File: config.mk
export PLATFORM = sky130hd
export DESIGN_NAME = antn_div
export DESIGN_NICKNAME = d
export VERILOG_FILES = /design/src/antn_pkg.sv /design/src/antn_div.sv
export SDC_FILE = /design/constraint.sdc
export NUM_CORES = 1
export LEC_CHECK = 0
export BUFFER_PORTS_ARGS = -buffer_cell sky130_fd_sc_hd__buf_4
export CORE_UTILIZATION = 30
export CTS_CLUSTER_DIAMETER = 30
export DETAILED_ROUTE_END_ITERATION = 8
export GPL_ROUTABILITY_DRIVEN = 0
export MAX_ROUTING_LAYER = met4
export PLACE_DENSITY_LB_ADDON = 0.3
export SYNTH_ARGS = -nofsm -noshare
export SYNTH_HDL_FRONTEND = slang
export SYNTH_SLANG_ARGS = --single-unit
File: constraint.sdc
create_clock -name clk -period 7.5 [get_ports clk]
set_clock_uncertainty 0.15 [all_clocks]
set_input_delay 1.125 -clock clk [delete_from_list [all_inputs] [get_ports clk]]
set_output_delay 1.125 -clock clk [all_outputs]
set_load 0.01 [all_outputs]
File: src/antn_pkg.sv
// ----------------------------------------------------------------------------
// antn_pkg
// Shared types and constants for the AR noise unit.
// ----------------------------------------------------------------------------
package antn_pkg;

  localparam int MAX_ORDER_DEF = 16;
  localparam int MAX_TONES_DEF = 8;
  localparam int SINE_DEPTH_DEF = 1024;

  localparam int DATA_W = 32;
  localparam int DIVD_W = 64;
  localparam int DIVS_W = 32;
  localparam int MUL_W = 33;
  localparam int PROD_W = 2 * MUL_W;
  localparam int ACC_W = 64;
  localparam int SINE_W = 17;

  localparam longint unsigned TWO_PI_Q30 = 64'd6746518852;
  localparam logic signed [ACC_W-1:0] ACC_LIMIT = 64'sd140737488355327;

  typedef enum logic [1:0] {
    CMD_LOAD_COEF = 2'd0,
    CMD_LOAD_TONE = 2'd1,
    CMD_SAMPLE    = 2'd2,
    CMD_NONE      = 2'd3
  } cmd_t;

  typedef enum logic [1:0] {
    ST_OK     = 2'd0,
    ST_SAT    = 2'd1,
    ST_A0_ZERO = 2'd2,
    ST_UNUSED = 2'd3
  } status_t;

  typedef enum logic [1:0] {
    REG_FILTER_ORDER = 2'd0,
    REG_TONE_COUNT   = 2'd1,
    REG_EXC_GAIN     = 2'd2,
    REG_NONE         = 2'd3
  } reg_idx_t;

endpackage

File: src/antn_div.sv
// ----------------------------------------------------------------------------
// antn_div
// Signed restoring divider, one quotient bit per cycle, truncates toward zero.
// ----------------------------------------------------------------------------
module antn_div (
  input  logic clk,
  input  logic rst,
  input  logic start,
  input  logic signed [antn_pkg::DIVD_W-1:0] dividend,
  input  logic signed [antn_pkg::DIVS_W-1:0] divisor,
  output logic done,
  output logic signed [antn_pkg::DIVD_W-1:0] quotient
);
  import antn_pkg::*;

  localparam int CNT_W = $clog2(DIVD_W + 1);

  logic [DIVD_W-1:0] q;
  logic [DIVS_W:0]   rem;
  logic [DIVS_W:0]   dsr;
  logic              neg;
  logic [CNT_W-1:0]  cnt;
  logic              busy;
  logic [DIVS_W:0]   rem_sh;
  logic              take;

  assign rem_sh = {rem[DIVS_W-1:0], q[DIVD_W-1]};
  assign take = rem_sh >= dsr;

  always_ff @(posedge clk) begin
    if (rst) begin
      busy <= 1'b0;
      done <= 1'b0;
      cnt <= '0;
    end else begin
      done <= 1'b0;
      if (start) begin
        busy <= 1'b1;
        cnt <= CNT_W'(DIVD_W);
        q <= dividend[DIVD_W-1] ? DIVD_W'(-dividend) : DIVD_W'(dividend);
        dsr <= divisor[DIVS_W-1] ? (DIVS_W+1)'(-{divisor[DIVS_W-1], divisor})
                                 : {1'b0, divisor};
        neg <= dividend[DIVD_W-1] ^ divisor[DIVS_W-1];
        rem <= '0;
      end else if (busy) begin
        rem <= take ? rem_sh - dsr : rem_sh;
        q <= {q[DIVD_W-2:0], take};
        cnt <= cnt - 1'b1;
        if (cnt == CNT_W'(1)) begin
          busy <= 1'b0;
          done <= 1'b1;
        end
      end
    end
  end

  assign quotient = neg ? -$signed(q) : $signed(q);
endmodule

---- Word level (Yosys, flattened, before mapping) ----
Cells that the tools add are included.
word-level totals
  bits in registers ....................... 139
  bits of input ports ..................... 99
  output and inout bits ................... 65
operators by class
  add/sub/neg operators ................... 5
  $lt $le $gt $ge ......................... 1
  eq/ne operators ......................... 1
  muxes and demuxes ....................... 13
  bitwise gates (word level) .............. 3
  reductions and logical operators ........ 5
operators with widths
  kind                   count
  $mux W64               4
  $neg A64 Y64           2
  $mux W32               2
  $ge A33 B33 Y1         1
  $neg A33 Y33           1
  $sub A32 B32 Y32       1
  $mux W31               1
  $mux W7                2
  $eq A7 B1 Y1 const B   1
  $sub A7 B1 Y7 const B  1
  $mux W1                4
  $reduce_and A2 Y1      2
  $reduce_or A3 Y1       1
  $not A1 Y1             2
  $reduce_bool A2 Y1     1
  $reduce_or A2 Y1       1
  $xor A1 B1 Y1          1

---- Longest topological paths before layout ----
  depth in word-level cells ............... 4
  gate-level depth with buffers ........... 14
  mapped depth without buffers ............ 12

---- Worst setup path after synthesis ----
OpenSTA, ideal clock, no wires.
  path type ............................... input-to-reg
  start point ............................. input start
  end point ............................... register q[0], enable pin
  setup time .............................. 0.553 ns
  arrival ................................. 5.682 ns
  required time ........................... 6.797 ns
  slack ................................... 1.115 ns
  stages .................................. 4
  path buffers ............................ 2
  path through ............................ clkbuf_1 -> buf_1 -> nor2_1 -> nor2_1
on the way
  cells in the longest elaborated chain, start to end .. 2
RTL lines
  item                          RTL line        text
  from (decl)                   antn_div.sv:8   input logic start,
  $reduce_bool A2 Y1 (no line)  n/a
  $reduce_and A2 Y1 (no line)   n/a
  to (signal assigned)          antn_div.sv:40  q <= dividend[DIVD_W-1] ? DIVD_W'(-dividend) : DIVD_W'(dividend);
  to (signal assigned)          antn_div.sv:47  q <= {q[DIVD_W-2:0], take};
  to (decl)                     antn_div.sv:18  logic [DIVD_W-1:0] q;
No other way between the ends.
A chain may end at the register's enable or synchronous reset.

---- Worst setup path after layout ----
  start point ............................. register q[17]
  end point ............................... output quotient[62] (netlist bit)
on the way
  cells in the longest elaborated chain, start to end .. 2
RTL lines
  item          RTL line        text
  $neg A64 Y64  antn_div.sv:57  assign quotient = neg ? -$signed(q) : $signed(q);
  $mux W64      antn_div.sv:57
  to (decl)     antn_div.sv:12  output logic signed [antn_pkg::DIVD_W-1:0] quotient
No other way between the ends.

==> flow_metrics.tcl <==
set metrics [dict create \
    status "finished, final reports clean" \
    seqPwrFrac_pct 37.7 \
    worst-endpoint-arrival_ps 4160 \
    design.die.area_um2 36340 \
    cts_buffers 17 \
    cp_max_fo 6 \
    yosysUniqueCellTypes 62 \
    fmax_mhz 184.0 \
    cts_max_path_buffers 2 \
    r2r-start "rem[8]" \
    min_from "cnt[1]" \
    hold_buffers 0 \
    rsz0062_at_grt "false" \
    wl_per_cell_um 16.28 \
    p_switching_uw 796.0 \
    cts.sinks 139 \
    dpl-instance-area_um2 12350 \
    num_vias 8970 \
    synth_edf_count 130 \
    cap_viol_max_count 0 \
    drt_first_pass_iters 5 \
    port_buffers 163 \
    clockPowerShare_pct 34.9 \
    drive_above_1_share_pct 17.97 \
    n_fill_cell 3493 \
    hp-class "register to register" \
    fp.dieH_um 190.6 \
    ant_nets 0 \
    initial_core_util_pct 30.68 \
    cts_resized 0 \
    crit_required_ps 6220 \
    finalInstanceArea_um2 13000 \
    grt_max_degree 67 \
    finalWirelength_um 28740 \
    drcViolationCount 0 \
    cp-end-kind "output port" \
    synth-async-reset-ratio_pct 0 \
    htree_levels 4 \
    grt_pass1_wl_um 45330 \
    tightest_slew_ps 998.0 \
    period_share_pct 72.47 \
    post-cts-setup-buffer-count 0 \
    finalSetupTns_ps 0 \
    grtUsageMet2_pct 25.59 \
    crit_path_start_kind "register" \
    ir_worst_vdd_uv 154.3 \
    antenna_found_initial 2 \
    multi_input_area_um2 6237 \
    yosysSeqAreaShare_pct 38.26 \
    syn-num-nets 1293 \
    synth-seq-cells 139 \
    netlist_area_um2 10680 \
    r2r-end "rem[9]" \
    layout.cells.non_filler 1765 \
    final_core_util_pct 37.35 \
    comb_power_share_pct 27.4 \
    coreArea_um2 34800 \
    swShare_pct 30.58 \
    io_pins 164 \
    grt.busiest_layer "met2" \
    crit_type "register to output port" \
    drtIter0Drc 602 \
    synth_ff_type "edfxtp_1" \
    r2r_setup_slack_ps 3160 \
    hold_viol 0 \
    hold_end "cnt[1]" \
    dp_worst_setup_slack_ps 2619 \
    cts_root_buf "clkbuf_16" \
    report.final.slew_viol_count 0 \
    pwr_density_cell_nw_per_um2 200.3 \
    worst_slack_ps 2065 \
    setup_viol 0 \
    dp_hpwl_um 21920 \
    leakage_uw 0.004859 \
    fp-row-count 68 \
    slew_headroom_pct 33.33 \
    seqCellArea_um2 4084 \
    via_per_inst 5.082 \
    met1_usage_pct 21.74 \
    min_period_ps 5435 \
    grt_pass1_vias 8495 \
    cts_tree "built" \
    place_inst 1731 \
    syn_area_per_cell_um2 9.243 \
    areaGrowthSynthToFinish_pct 21.74 \
    synth_warnings 0 \
    grt_use_met3_pct 2.208 \
    grt_usage_pct 16.27 \
    p_int_uw 1807 \
    min_path_cells 2 \
    fin_nets 1433 \
    rr_worst_depth 11 \
    grt_overflow_total 0 \
    path_clk_slew_ps 70 \
    syn-instance-count 1155 \
    clk_latency_ps 420 \
    die_w_um 190.6 \
]
-- power by group through the flow --
stage,combinational (uW),sequential (uW),clock [uW]
after floorplan,471,984,0
after global placement,711,994,0
after detailed placement,716,996,0
after CTS,721,980,926
after global routing,791,987,956
final,714,980,908
-- through the flow --
step	power (uW)	hold WS, ps
floorplan	1455	318.5
detailed placement	1712	352.4
finish	2603	361.3
global route	2734	411.2
CTS	2627	364.6
global placement	1704	338.2
-- critical path: stages, from the launching register on --
cell	delay (ps)
edfxtp_1	420
or4_1	540
or2_2	310
nor2_1	160
nor4b_1	820
nand3_1	380
or3_1	450
o41ai_1	330
xnor2_1	170
buf_4	140
-- worst max-delay path by stage --
stage / from / to / slack [ps] / cells past startpoint
6_report: q[17] / quotient[62] / 2060 / 9
5_1_grt: q[16] / quotient[62] / 1830 / 9
4_1_cts: q[17] / quotient[62] / 2150 / 9
3_5_place_dp: q[17] / quotient[62] / 2620 / 9
3_3_place_gp: q[17] / quotient[62] / 2620 / 9
2_1_floorplan: start / q[0] / 1120 / 4
-- kinds of logic after synthesis --
logic type | share of synthesized area [%]
muxes | 3.680
adders and majority gates | 4.641
other | 0.03513
xor gates and xnor gates | 15.26
AOI/OAI and AO/OA | 17.00
buffers and inverters | 3.598
and+or+nand+nor | 17.53
DFF | 38.26
-- cell usage in the layout (no fill, tap or decap), types with 38 or more instances in the layout --
master / Yosys / routed
a21oi_1: 87 / 87
buf_4: 1 / 169
edfxtp_1: 130 / 130
ha_1: 38 / 38
inv_1: 52 / 52
nand2_1: 81 / 81
nor2_1: 121 / 120
o21ai_0: 67 / 67
o31ai_1: 42 / 42
xnor2_1: 117 / 117
xor2_1: 69 / 69
-- flip-flops by register name, summed over array words and instances (netlist names) --
register and flops:
busy 1, rem 32, dsr 33, cnt 7, done 1, q 64, neg 1
-- layer usage --
metal	wire length, um	part of all wire [%]	up-vias
met5	0	0	-
met4	355	1.2	0
met3	1172	4.1	20
met2	13570	47	188
met1	13650	47	4266
li1	-	-	4496
-- cell type report --
| cell class | count | share of cell area, % |
|---|---|---|
| flip-flops and latches | 139 | 31.42 |
| multi-input cells | 916 | 47.99 |
| repair buffers | 169 | 9.762 |
| well taps | 455 | 4.380 |
| clock buffers | 24 | 4.198 |
| inverters | 52 | 1.502 |
| diodes | 2 | 0.03851 |
| clock inverters | 8 | 0.7028 |
-- cells in the mapped netlist (28+ instances only) --
library cell,n,area share (%)
a21oi_1,87,4.1
clkbuf_1,39,1.4
edfxtp_1,130,37
ha_1,38,4.5
inv_1,52,1.8
mux2i_1,28,2.6
nand2_1,81,2.8
nor2_1,121,4.3
o21ai_0,67,3.1
o31ai_1,42,3.0
o41ai_1,28,2.3
or3_1,35,2.1
xnor2_1,117,9.6
xor2_1,69,5.7
Power figures use the tool's default switching activity.
